===== src/rtl/owtrs_pkg.sv =====
// Shared types and constants for the one-wire temperature read sequencer.
`timescale 1ns / 1ps

package owtrs_pkg;

   localparam int unsigned CSR_INDEX_WIDTH = 3;
   localparam int unsigned CSR_DATA_WIDTH  = 16;

   localparam logic [15:0] IDLE_PERIOD = 16'd31250;
   localparam logic [4:0]  WRITE_LAST  = 5'd17;
   localparam logic [5:0]  READ_LAST   = 6'd33;

   localparam logic [2:0] CS_STOP   = 3'd0;
   localparam logic [2:0] CS_DIV1   = 3'd1;
   localparam logic [2:0] CS_DIV256 = 3'd4;

   typedef enum logic [CSR_INDEX_WIDTH-1:0] {
      CSR_SKIP_ROM_COMMAND      = 3'd0,
      CSR_CONVERT_COMMAND       = 3'd1,
      CSR_READ_COMMAND          = 3'd2,
      CSR_RESET_LOW_TICKS       = 3'd3,
      CSR_PRESENCE_WAIT_TICKS   = 3'd4,
      CSR_WRITE_HALF_SLOT_TICKS = 3'd5,
      CSR_READ_HALF_SLOT_TICKS  = 3'd6,
      CSR_CONVERT_WAIT_TICKS    = 3'd7
   } csr_index_type;

   typedef enum logic [3:0] {
      PHASE_IDLE      = 4'd0,
      PHASE_RESET1    = 4'd1,
      PHASE_SKIP1     = 4'd2,
      PHASE_CONVERT   = 4'd3,
      PHASE_WAIT      = 4'd4,
      PHASE_RESET2    = 4'd5,
      PHASE_SKIP2     = 4'd6,
      PHASE_READ_CMD  = 4'd7,
      PHASE_READ_SLOT = 4'd8
   } phase_type;

   typedef struct packed {
      logic [7:0]  skip_rom_command;
      logic [7:0]  convert_command;
      logic [7:0]  read_command;
      logic [15:0] reset_low_ticks;
      logic [15:0] presence_wait_ticks;
      logic [15:0] write_half_slot_ticks;
      logic [15:0] read_half_slot_ticks;
      logic [15:0] convert_wait_ticks;
   } cfg_type;

   typedef struct packed {
      phase_type   phase;
      logic [1:0]  reset_step;
      logic [4:0]  write_step;
      logic [5:0]  read_step;
      logic [15:0] read_word;
      logic        drive_enable;
      logic        drive_level;
      logic        ready_flag;
   } state_type;

   typedef struct packed {
      logic        line_output_enable;
      logic        line_level;
      logic        short_low_pulse;
      logic        timer_reload;
      logic [15:0] timer_period;
      logic [2:0]  timer_clock_select;
      logic        presence_missing;
      logic        result_ready;
      logic [15:0] result_word;
   } result_type;

endpackage


===== src/rtl/one_wire_temperature_read_sequencer.sv =====
// Top level of the one-wire temperature read sequencer.
//
// Request channel (req_valid/req_stall): each transaction is either a start
// (req_func = 1) or one timer compare tick (req_func = 0) with the wire level
// sampled at that tick in req_sensed_level.
// Response channel (rsp_valid/rsp_stall): exactly one transaction per request,
// carrying the wire drive state, any timer reprogramming, the presence flag,
// and the assembled read word with its ready flag.
// A response is registered: a request accepted at one edge is presented on
// rsp_* after that edge. One transaction per cycle is taken while the
// receiver does not stall. When the receiver stalls, the response register
// holds and req_stall rises only while that held response is still waiting
// (or in reset); a new request is taken in the same cycle the held response
// leaves. Reset (synchronous, active high) empties the response register,
// returns the sequencer to idle with the wire driven high, and loads the
// default timing and command registers. csr_* writes take effect at once;
// the user makes them only while idle, and the block does not enforce it.
`timescale 1ns / 1ps

module one_wire_temperature_read_sequencer (
   input  logic                                  clock,
   input  logic                                  reset,
   input  logic                                  csr_write_enable,
   input  logic [owtrs_pkg::CSR_INDEX_WIDTH-1:0] csr_index,
   input  logic [owtrs_pkg::CSR_DATA_WIDTH-1:0]  csr_write_data,
   input  logic                                  req_valid,
   output logic                                  req_stall,
   input  logic                                  req_func,
   input  logic                                  req_sensed_level,
   output logic                                  rsp_valid,
   input  logic                                  rsp_stall,
   output logic                                  rsp_line_output_enable,
   output logic                                  rsp_line_level,
   output logic                                  rsp_short_low_pulse,
   output logic                                  rsp_timer_reload,
   output logic [15:0]                           rsp_timer_period,
   output logic [2:0]                            rsp_timer_clock_select,
   output logic                                  rsp_presence_missing,
   output logic                                  rsp_result_ready,
   output logic [15:0]                           rsp_result_word
);

   owtrs_pkg::cfg_type    cfg_ff;
   owtrs_pkg::state_type  state_ff;
   owtrs_pkg::state_type  state_in;
   owtrs_pkg::result_type rsp_ff;
   owtrs_pkg::result_type rsp_in;
   logic                  rsp_valid_ff;
   logic                  req_accept;

   assign req_stall  = reset | (rsp_valid_ff & rsp_stall);
   assign req_accept = req_valid & ~req_stall;

   owtrs_step u_step (
      .cfg          (cfg_ff),
      .state        (state_ff),
      .func         (req_func),
      .sensed_level (req_sensed_level),
      .state_next   (state_in),
      .result       (rsp_in)
   );

   always_ff @(posedge clock) begin
      if (reset) begin
         cfg_ff.skip_rom_command      <= 8'd204;
         cfg_ff.convert_command       <= 8'd68;
         cfg_ff.read_command          <= 8'd190;
         cfg_ff.reset_low_ticks       <= 16'd9600;
         cfg_ff.presence_wait_ticks   <= 16'd1120;
         cfg_ff.write_half_slot_ticks <= 16'd480;
         cfg_ff.read_half_slot_ticks  <= 16'd288;
         cfg_ff.convert_wait_ticks    <= 16'd62500;
      end else if (csr_write_enable) begin
         case (owtrs_pkg::csr_index_type'(csr_index))
            owtrs_pkg::CSR_SKIP_ROM_COMMAND:
               cfg_ff.skip_rom_command <= csr_write_data[7:0];
            owtrs_pkg::CSR_CONVERT_COMMAND:
               cfg_ff.convert_command <= csr_write_data[7:0];
            owtrs_pkg::CSR_READ_COMMAND:
               cfg_ff.read_command <= csr_write_data[7:0];
            owtrs_pkg::CSR_RESET_LOW_TICKS:
               cfg_ff.reset_low_ticks <= csr_write_data;
            owtrs_pkg::CSR_PRESENCE_WAIT_TICKS:
               cfg_ff.presence_wait_ticks <= csr_write_data;
            owtrs_pkg::CSR_WRITE_HALF_SLOT_TICKS:
               cfg_ff.write_half_slot_ticks <= csr_write_data;
            owtrs_pkg::CSR_READ_HALF_SLOT_TICKS:
               cfg_ff.read_half_slot_ticks <= csr_write_data;
            owtrs_pkg::CSR_CONVERT_WAIT_TICKS:
               cfg_ff.convert_wait_ticks <= csr_write_data;
            default: begin
            end
         endcase
      end
   end

   always_ff @(posedge clock) begin
      if (reset) begin
         state_ff.phase        <= owtrs_pkg::PHASE_IDLE;
         state_ff.reset_step   <= 2'd1;
         state_ff.write_step   <= 5'd0;
         state_ff.read_step    <= 6'd0;
         state_ff.read_word    <= 16'd0;
         state_ff.drive_enable <= 1'b1;
         state_ff.drive_level  <= 1'b1;
         state_ff.ready_flag   <= 1'b0;
      end else if (req_accept) begin
         state_ff <= state_in;
      end
   end

   always_ff @(posedge clock) begin
      if (reset) begin
         rsp_valid_ff <= 1'b0;
      end else if (req_accept) begin
         rsp_valid_ff <= 1'b1;
      end else if (!rsp_stall) begin
         rsp_valid_ff <= 1'b0;
      end
   end

   always_ff @(posedge clock) begin
      if (req_accept) begin
         rsp_ff <= rsp_in;
      end
   end

   assign rsp_valid              = rsp_valid_ff;
   assign rsp_line_output_enable = rsp_ff.line_output_enable;
   assign rsp_line_level         = rsp_ff.line_level;
   assign rsp_short_low_pulse    = rsp_ff.short_low_pulse;
   assign rsp_timer_reload       = rsp_ff.timer_reload;
   assign rsp_timer_period       = rsp_ff.timer_period;
   assign rsp_timer_clock_select = rsp_ff.timer_clock_select;
   assign rsp_presence_missing   = rsp_ff.presence_missing;
   assign rsp_result_ready       = rsp_ff.result_ready;
   assign rsp_result_word        = rsp_ff.result_word;

   // ready word only exists while the sequencer is idle
   assert property (@(posedge clock) disable iff (reset)
      state_ff.ready_flag |-> state_ff.phase == owtrs_pkg::PHASE_IDLE)
      else $error("ready flag set outside idle phase");

   // a start always reloads the timer with the idle period at divide by 256
   assert property (@(posedge clock) disable iff (reset)
      req_accept && req_func |=> rsp_valid_ff && rsp_ff.timer_reload &&
         rsp_ff.timer_clock_select == owtrs_pkg::CS_DIV256 &&
         rsp_ff.timer_period == owtrs_pkg::IDLE_PERIOD && !rsp_ff.result_ready)
      else $error("start transaction did not reload idle timer");

   // a delivered response with no new request empties the register
   assert property (@(posedge clock) disable iff (reset)
      rsp_valid_ff && !rsp_stall && !req_accept |=> !rsp_valid_ff)
      else $error("response repeated after delivery");

   // a missing presence always restarts the reset pulse
   assert property (@(posedge clock) disable iff (reset)
      rsp_valid_ff && rsp_ff.presence_missing |-> state_ff.reset_step == 2'd1 &&
         (state_ff.phase == owtrs_pkg::PHASE_RESET1 ||
          state_ff.phase == owtrs_pkg::PHASE_RESET2))
      else $error("presence missing without reset restart");

endmodule


===== src/rtl/owtrs_step.sv =====
// Per-transaction sequencer step: next state and result for one tick or start.
`timescale 1ns / 1ps

module owtrs_step (
   input  owtrs_pkg::cfg_type    cfg,
   input  owtrs_pkg::state_type  state,
   input  logic                  func,
   input  logic                  sensed_level,
   output owtrs_pkg::state_type  state_next,
   output owtrs_pkg::result_type result
);

   logic [7:0] write_cmd;
   logic [4:0] write_pos;
   logic       write_bit;
   logic [3:0] read_pos;
   owtrs_pkg::phase_type phase_inc;

   always_comb begin
      case (state.phase)
         owtrs_pkg::PHASE_CONVERT:  write_cmd = cfg.convert_command;
         owtrs_pkg::PHASE_READ_CMD: write_cmd = cfg.read_command;
         default:                   write_cmd = cfg.skip_rom_command;
      endcase
   end

   assign write_pos = state.write_step - 5'd1;
   assign write_bit = write_cmd[write_pos[3:1]];
   assign read_pos  = state.read_step[4:1] - 4'd1;
   assign phase_inc = owtrs_pkg::phase_type'(4'(state.phase) + 4'd1);

   // next state
   always_comb begin
      state_next = state;
      if (func) begin
         state_next.ready_flag = 1'b0;
         state_next.phase      = owtrs_pkg::PHASE_RESET1;
         state_next.reset_step = 2'd1;
         state_next.write_step = 5'd0;
         state_next.read_step  = 6'd0;
      end else begin
         case (state.phase)
            owtrs_pkg::PHASE_RESET1, owtrs_pkg::PHASE_RESET2: begin
               if (state.reset_step == 2'd1) begin
                  state_next.reset_step   = 2'd2;
                  state_next.drive_enable = 1'b1;
                  state_next.drive_level  = 1'b0;
               end else if (state.reset_step == 2'd2) begin
                  state_next.reset_step   = 2'd3;
                  state_next.drive_enable = 1'b0;
                  state_next.drive_level  = 1'b1;
               end else begin
                  state_next.reset_step = 2'd1;
                  if (!sensed_level) begin
                     state_next.phase = phase_inc;
                  end
               end
            end
            owtrs_pkg::PHASE_SKIP1, owtrs_pkg::PHASE_CONVERT,
            owtrs_pkg::PHASE_SKIP2, owtrs_pkg::PHASE_READ_CMD: begin
               if (state.write_step == 5'd0) begin
                  state_next.write_step   = 5'd1;
                  state_next.drive_enable = 1'b1;
               end else if (state.write_step < owtrs_pkg::WRITE_LAST) begin
                  if (state.write_step[0]) begin
                     state_next.drive_level = write_bit;
                  end else if (!write_bit) begin
                     state_next.drive_level = 1'b1;
                  end
                  state_next.write_step = state.write_step + 5'd1;
               end else begin
                  state_next.write_step = 5'd0;
                  state_next.phase      = phase_inc;
               end
            end
            owtrs_pkg::PHASE_WAIT: begin
               state_next.phase = phase_inc;
            end
            owtrs_pkg::PHASE_READ_SLOT: begin
               if (state.read_step == 6'd0) begin
                  state_next.read_step = 6'd1;
                  state_next.read_word = 16'd0;
               end else if (state.read_step < owtrs_pkg::READ_LAST) begin
                  if (state.read_step[0]) begin
                     state_next.drive_enable = 1'b0;
                     state_next.drive_level  = 1'b1;
                  end else begin
                     state_next.read_word[read_pos] = state.read_word[read_pos] | sensed_level;
                  end
                  state_next.read_step = state.read_step + 6'd1;
               end else begin
                  state_next.read_step  = 6'd0;
                  state_next.phase      = owtrs_pkg::PHASE_IDLE;
                  state_next.ready_flag = 1'b1;
               end
            end
            default: begin
            end
         endcase
      end
   end

   // result fields
   always_comb begin
      result                    = '0;
      result.line_output_enable = state_next.drive_enable;
      result.line_level         = state_next.drive_level;
      result.result_ready       = state_next.ready_flag;
      result.result_word        = state_next.read_word;
      if (func) begin
         result.timer_reload       = 1'b1;
         result.timer_period       = owtrs_pkg::IDLE_PERIOD;
         result.timer_clock_select = owtrs_pkg::CS_DIV256;
      end else begin
         case (state.phase)
            owtrs_pkg::PHASE_RESET1, owtrs_pkg::PHASE_RESET2: begin
               result.timer_reload       = 1'b1;
               result.timer_clock_select = owtrs_pkg::CS_DIV1;
               if (state.reset_step == 2'd1) begin
                  result.timer_period = cfg.reset_low_ticks;
               end else if (state.reset_step == 2'd2) begin
                  result.timer_period = cfg.presence_wait_ticks;
               end else if (!sensed_level) begin
                  result.timer_period = cfg.reset_low_ticks;
               end else begin
                  result.presence_missing   = 1'b1;
                  result.timer_period       = owtrs_pkg::IDLE_PERIOD;
                  result.timer_clock_select = owtrs_pkg::CS_DIV256;
               end
            end
            owtrs_pkg::PHASE_SKIP1, owtrs_pkg::PHASE_CONVERT,
            owtrs_pkg::PHASE_SKIP2, owtrs_pkg::PHASE_READ_CMD: begin
               if (state.write_step == 5'd0) begin
                  result.timer_reload       = 1'b1;
                  result.timer_period       = cfg.write_half_slot_ticks;
                  result.timer_clock_select = owtrs_pkg::CS_DIV1;
               end else if (state.write_step < owtrs_pkg::WRITE_LAST) begin
                  result.short_low_pulse = state.write_step[0] & write_bit;
               end
            end
            owtrs_pkg::PHASE_WAIT: begin
               result.timer_reload       = 1'b1;
               result.timer_period       = cfg.convert_wait_ticks;
               result.timer_clock_select = owtrs_pkg::CS_DIV256;
            end
            owtrs_pkg::PHASE_READ_SLOT: begin
               if (state.read_step == 6'd0) begin
                  result.timer_reload       = 1'b1;
                  result.timer_period       = cfg.read_half_slot_ticks;
                  result.timer_clock_select = owtrs_pkg::CS_DIV1;
               end else if (state.read_step < owtrs_pkg::READ_LAST) begin
                  result.short_low_pulse = state.read_step[0];
               end else begin
                  result.timer_reload       = 1'b1;
                  result.timer_period       = 16'd0;
                  result.timer_clock_select = owtrs_pkg::CS_STOP;
               end
            end
            default: begin
            end
         endcase
      end
   end

endmodule

===== config.mk =====
export PLATFORM = sky130hd
export DESIGN_NAME = one_wire_temperature_read_sequencer
export DESIGN_NICKNAME = d
export VERILOG_FILES = /design/src/rtl/owtrs_pkg.sv /design/src/rtl/one_wire_temperature_read_sequencer.sv /design/src/rtl/owtrs_step.sv
export SDC_FILE = /design/constraint.sdc
export NUM_CORES = 1
export LEC_CHECK = 0
export ABC_CLOCK_PERIOD_IN_PS = 7270
export BUFFER_PORTS_ARGS = -buffer_cell sky130_fd_sc_hd__buf_4
export CAP_MARGIN = 30
export CELL_PAD_IN_SITES_DETAIL_PLACEMENT = 0
export CELL_PAD_IN_SITES_GLOBAL_PLACEMENT = 1
export CORE_MARGIN = 5
export CORE_UTILIZATION = 45
export DETAILED_ROUTE_END_ITERATION = 8
export PLACE_DENSITY_LB_ADDON = 0.12
export SLEW_MARGIN = 40
export SYNTH_ARGS = -nofsm -noshare
export SYNTH_HDL_FRONTEND = slang
export SYNTH_SLANG_ARGS = --single-unit
export TNS_END_PERCENT = 100

===== constraint.sdc =====
create_clock -name clock -period 7.27 [get_ports clock]
set_input_delay 1.454 -clock clock [delete_from_list [all_inputs] [get_ports clock]]
set_output_delay 1.454 -clock clock [all_outputs]
set_load 0.05 [all_outputs]

==> flow_metrics.env <==
export IMPL_clock_insertion_delay_worst_skew_ps=440
export IMPL_grt_usage=0.217
export IMPL_avgSynthCellArea_um2=8.51
export IMPL_layout_worst_path_cycle_share=0.474
export IMPL_detail_route_wl_per_cell_um=18.5
export IMPL_r2r_cells=7
export IMPL_worstHoldPathType="reg2reg"
export IMPL_cpPeakStageDelay_ps=180
export IMPL_grt_first_pass_wirelength_um=37900
export IMPL_synth_xor_area_frac=0.00601
export IMPL_clock_skew_final_ps=11.5
export IMPL_synthDistinctLibCells=77
export IMPL_count_of_hold_fix_buffers_inserted_at_cts=0
export IMPL_report_final_setup_viol=0
export IMPL_n_fill_cell=1771
export IMPL_vias_in_the_first_global_route=6820
export IMPL_top_post_synthesis_cells_by_count="266 x nand2_1, 141 x dfxtp_1, 127 x a21oi_1, 54 x nand3_1, 45 x nor2_1"
export IMPL_layout_nets=1071
export IMPL_buffer_ports_inserted=67
export IMPL_synthMuxAreaShare=0.0412
export IMPL_clock_share_of_power=0.450
export IMPL_worstSetupStartpointType="primary input"
export IMPL_totalNegativeSetupSlack_ps=0
export IMPL_num_clock_sinks=181
export IMPL_path_clk_slew_ps=70
export IMPL_grt_use_met2=0.359
export IMPL_postSynth_topFlopCell="dfxtp_1"
export IMPL_grt_antenna_before_repair=0
export IMPL_cts_tree="done"
export IMPL_finalNonFillerCells=1276
export IMPL_finalCriticalPeriod_ps=3440
export IMPL_critical_path_reg2reg_startpoint="state_ff[20]"
export IMPL_worst_endpoint_required_ps=5820
export IMPL_detail_route_drc_violations=0
export IMPL_gpl_final_weighted_congestion=0.814
export IMPL_worst_endpoint_arrival_ps=1990
export IMPL_slowest_stage="buf_4"
export IMPL_critical_path_endpoint="req_stall"
export IMPL_synthDominantAreaCellType="dfxtp_1"
export IMPL_power_frac_comb=0.075
export IMPL_postSynth_asyncResetShare=0
export IMPL_antenna_diode_count=0
export IMPL_crit_chain="buf_4 -> a21oi_1 -> inv_1 -> buf_4"
export IMPL_cts_path_max_buffers=2
export IMPL_die_boundary_height_um=148
export IMPL_cts_resized=0
export IMPL_cts_max_level=4
export IMPL_pins_over_slew_limit=0
export IMPL_classification_of_the_worst_setup_path="in2out"
export IMPL_post_cts_repair_setup_buffers=0
export IMPL_synth_edff_count=40
export IMPL_max_slew_margin=0.441
export IMPL_status="finished, final reports clean"
export IMPL_yosysMostFrequentCell="nand2_1"
export IMPL_power_frac_seq=0.475
export IMPL_fin_area_um2=9730
export IMPL_critical_path_top_cell_by_count="buf_4"
export IMPL_final_ant_viol_nets=0
export IMPL_rows=50
export IMPL_numPlacedInstances=1244
export IMPL_post_dp_cell_area_um2=9070
export IMPL_synth_yosys_warnings=0
export IMPL_final_critical_path_setup_slack_ps=3830
export IMPL_setup_worst_path_start="reset"
export IMPL_grt_max_degree=85
export IMPL_reg2reg_to="rsp_result_word[4]"
export IMPL_combinational_family_with_the_most_area_after_synthesis="simple AND/OR/NAND/NOR gates"
export IMPL_cts_made_buffers=17
export IMPL_num_vias=7149
export IMPL_timing_hold_worst_start="cfg_ff[63]"
export IMPL_synth_top_area_cells="dfxtp_1 33%, edfxtp_1 14%, nand2_1 12%"
export IMPL_irDropWorstVdd_mv=0.173
export IMPL_maxClockFrequency_mhz=290
export IMPL_globalRoute_busiestLayer="met2"
export IMPL_groute_layer_met1_usage=0.297
export IMPL_count_of_tritonroute_iterations_in_the_first_routing_pass=5
export IMPL_intPower_w=0.00169
export IMPL_initial_core_util=0.456
export IMPL_tightestPinTransition_ps=835
export IMPL_route_final_wire_length_um=23600
export IMPL_detail_route_vias_per_cell=5.60
export IMPL_synth_ff_latch_count=181
export IMPL_final_hold_viol_count=0
export IMPL_maxCapViolCount=0
export IMPL_cts_root_buf="clkbuf_16"
export IMPL_area_enclosed_by_the_die_boundary_um2=21800
export IMPL_netSwitchingFraction=0.244
export IMPL_place_ws_ps=3620
export IMPL_seq_area_frac_synth=0.471
export IMPL_timing_critical_path_to_type="primary output"
export IMPL_gr_total_overflow=0
export IMPL_share_of_synthesized_cell_area_in_full_adder_half_adder_and_majority_cells=0.0235
export IMPL_die_width_um=148
export IMPL_place_detailed_hpwl_um=15000
export IMPL_synth_top_cell_area_share=0.331
export IMPL_design_portCount=69
export IMPL_p_switching_w=0.000546
export IMPL_synthesis_area_um2=8530
export IMPL_path_max_fanout=7
export IMPL_synth_fp_nets=1045
export IMPL_power_density_nw_per_um2=230
export IMPL_share_of_layout_cells_above_drive_strength_1=0.143
export IMPL_synth_compound_gate_area_share=0.177
export IMPL_layout_area_overhead_vs_synth_pct=14.0
export IMPL_dr_first_iter_drc_count=615
export IMPL_leakage_nw=3.54
export IMPL_rrSetupSlack_ps=4340
export IMPL_synth_simple_gate_area_frac=0.227
export IMPL_grt_setup_unrepaired="no"
export IMPL_global_route_met3_usage=0.0307
export IMPL_postSynthCellCount=1003
export IMPL_placeableCoreArea_um2=18700
[worst max-delay path, delay by kind of cell]
family,cells,cell delay (ps)
AO/OA/AOI/OAI,1,150
buffers and inverters,3,370
[cells in the final DEF, fill, tap and decap left out, drive strengths merged, types with 7 or more instances in the layout]
master | Yosys | routed
a21oi | 128 | 128
a221o | 7 | 7
a221oi | 9 | 9
and3 | 10 | 10
buf | 32 | 78
clkbuf | 39 | 21
dfxtp | 141 | 141
edfxtp | 40 | 40
ha | 16 | 16
inv | 21 | 25
mux2i | 13 | 13
mux4 | 8 | 8
nand2 | 267 | 267
nand2b | 8 | 8
nand3 | 56 | 56
nor2 | 48 | 48
nor2b | 7 | 7
nor3 | 10 | 10
o21ai | 46 | 46
o221ai | 7 | 7
o22ai | 16 | 16
[kinds of logic (layout without fill, tap and decap cells)]
kind of cell	count (synthesis)	count (layout)
simple gates	434	434
compound gates	249	249
flops	181	181
buf+inv	93	132
mux	24	24
fa+ha+maj	16	16
xor+xnor	5	5
other cells	1	1
[worst min-delay path by stage]
stage	to	cells past startpoint
5_1_grt	cfg_ff[76]	2
2_1_floorplan	cfg_ff[99]	2
3_3_place_gp	cfg_ff[80]	2
4_1_cts	cfg_ff[91]	2
3_5_place_dp	cfg_ff[91]	2
6_report	cfg_ff[63]	2
[power groups by stage]
stage | Clock [W] | Combinational, W | Sequential, W
floorplan | 0 | 0.0000777 | 0.00111
global placement | 0 | 0.000165 | 0.00108
detailed placement | 0 | 0.000167 | 0.00108
CTS | 0.00103 | 0.000168 | 0.00106
global route | 0.00107 | 0.000181 | 0.00106
finish | 0.00101 | 0.000167 | 0.00106
[state kept, by name (all words and copies together) (netlist names)]
name                    count
rsp_valid                   1
rsp_timer_period           16
rsp_timer_clock_select      2
rsp_short_low_pulse         1
rsp_result_ready            1
cfg_ff                    104
rsp_result_word            16
rsp_line_output_enable      1
state_ff                   36
rsp_timer_reload            1
rsp_line_level              1
rsp_presence_missing        1
[metal layers]
metal | share of wire | up-vias
met3 | 0.036 | 26
met1 | 0.47 | 3401
met4 | 0.013 | 0
li1 | - | 3557
met5 | 0 | -
met2 | 0.48 | 165
[final cells by class]
type | count | area [µm²] | share of cell area
repair buffers | 78 | 593 | 0.0610
clock buffers | 21 | 483 | 0.0496
flip-flops and latches | 181 | 4020 | 0.414
inverters | 22 | 82.6 | 0.00849
well taps | 234 | 293 | 0.0301
clock inverters | 11 | 161 | 0.0166
multi-input cells | 729 | 4090 | 0.421
[per-stage QoR]
stage / hold WS (ps) / utilization / total power, W
3_5_place_dp: 447 / 0.485 / 0.00125
3_3_place_gp: 440 / 0.483 / 0.00125
4_1_cts: 456 / 0.519 / 0.00225
5_1_grt: 469 / 0.520 / 0.00232
6_report: 455 / 0.520 / 0.00224
2_1_floorplan: 433 / - / 0.00119
Power figures use the tool's default switching activity.
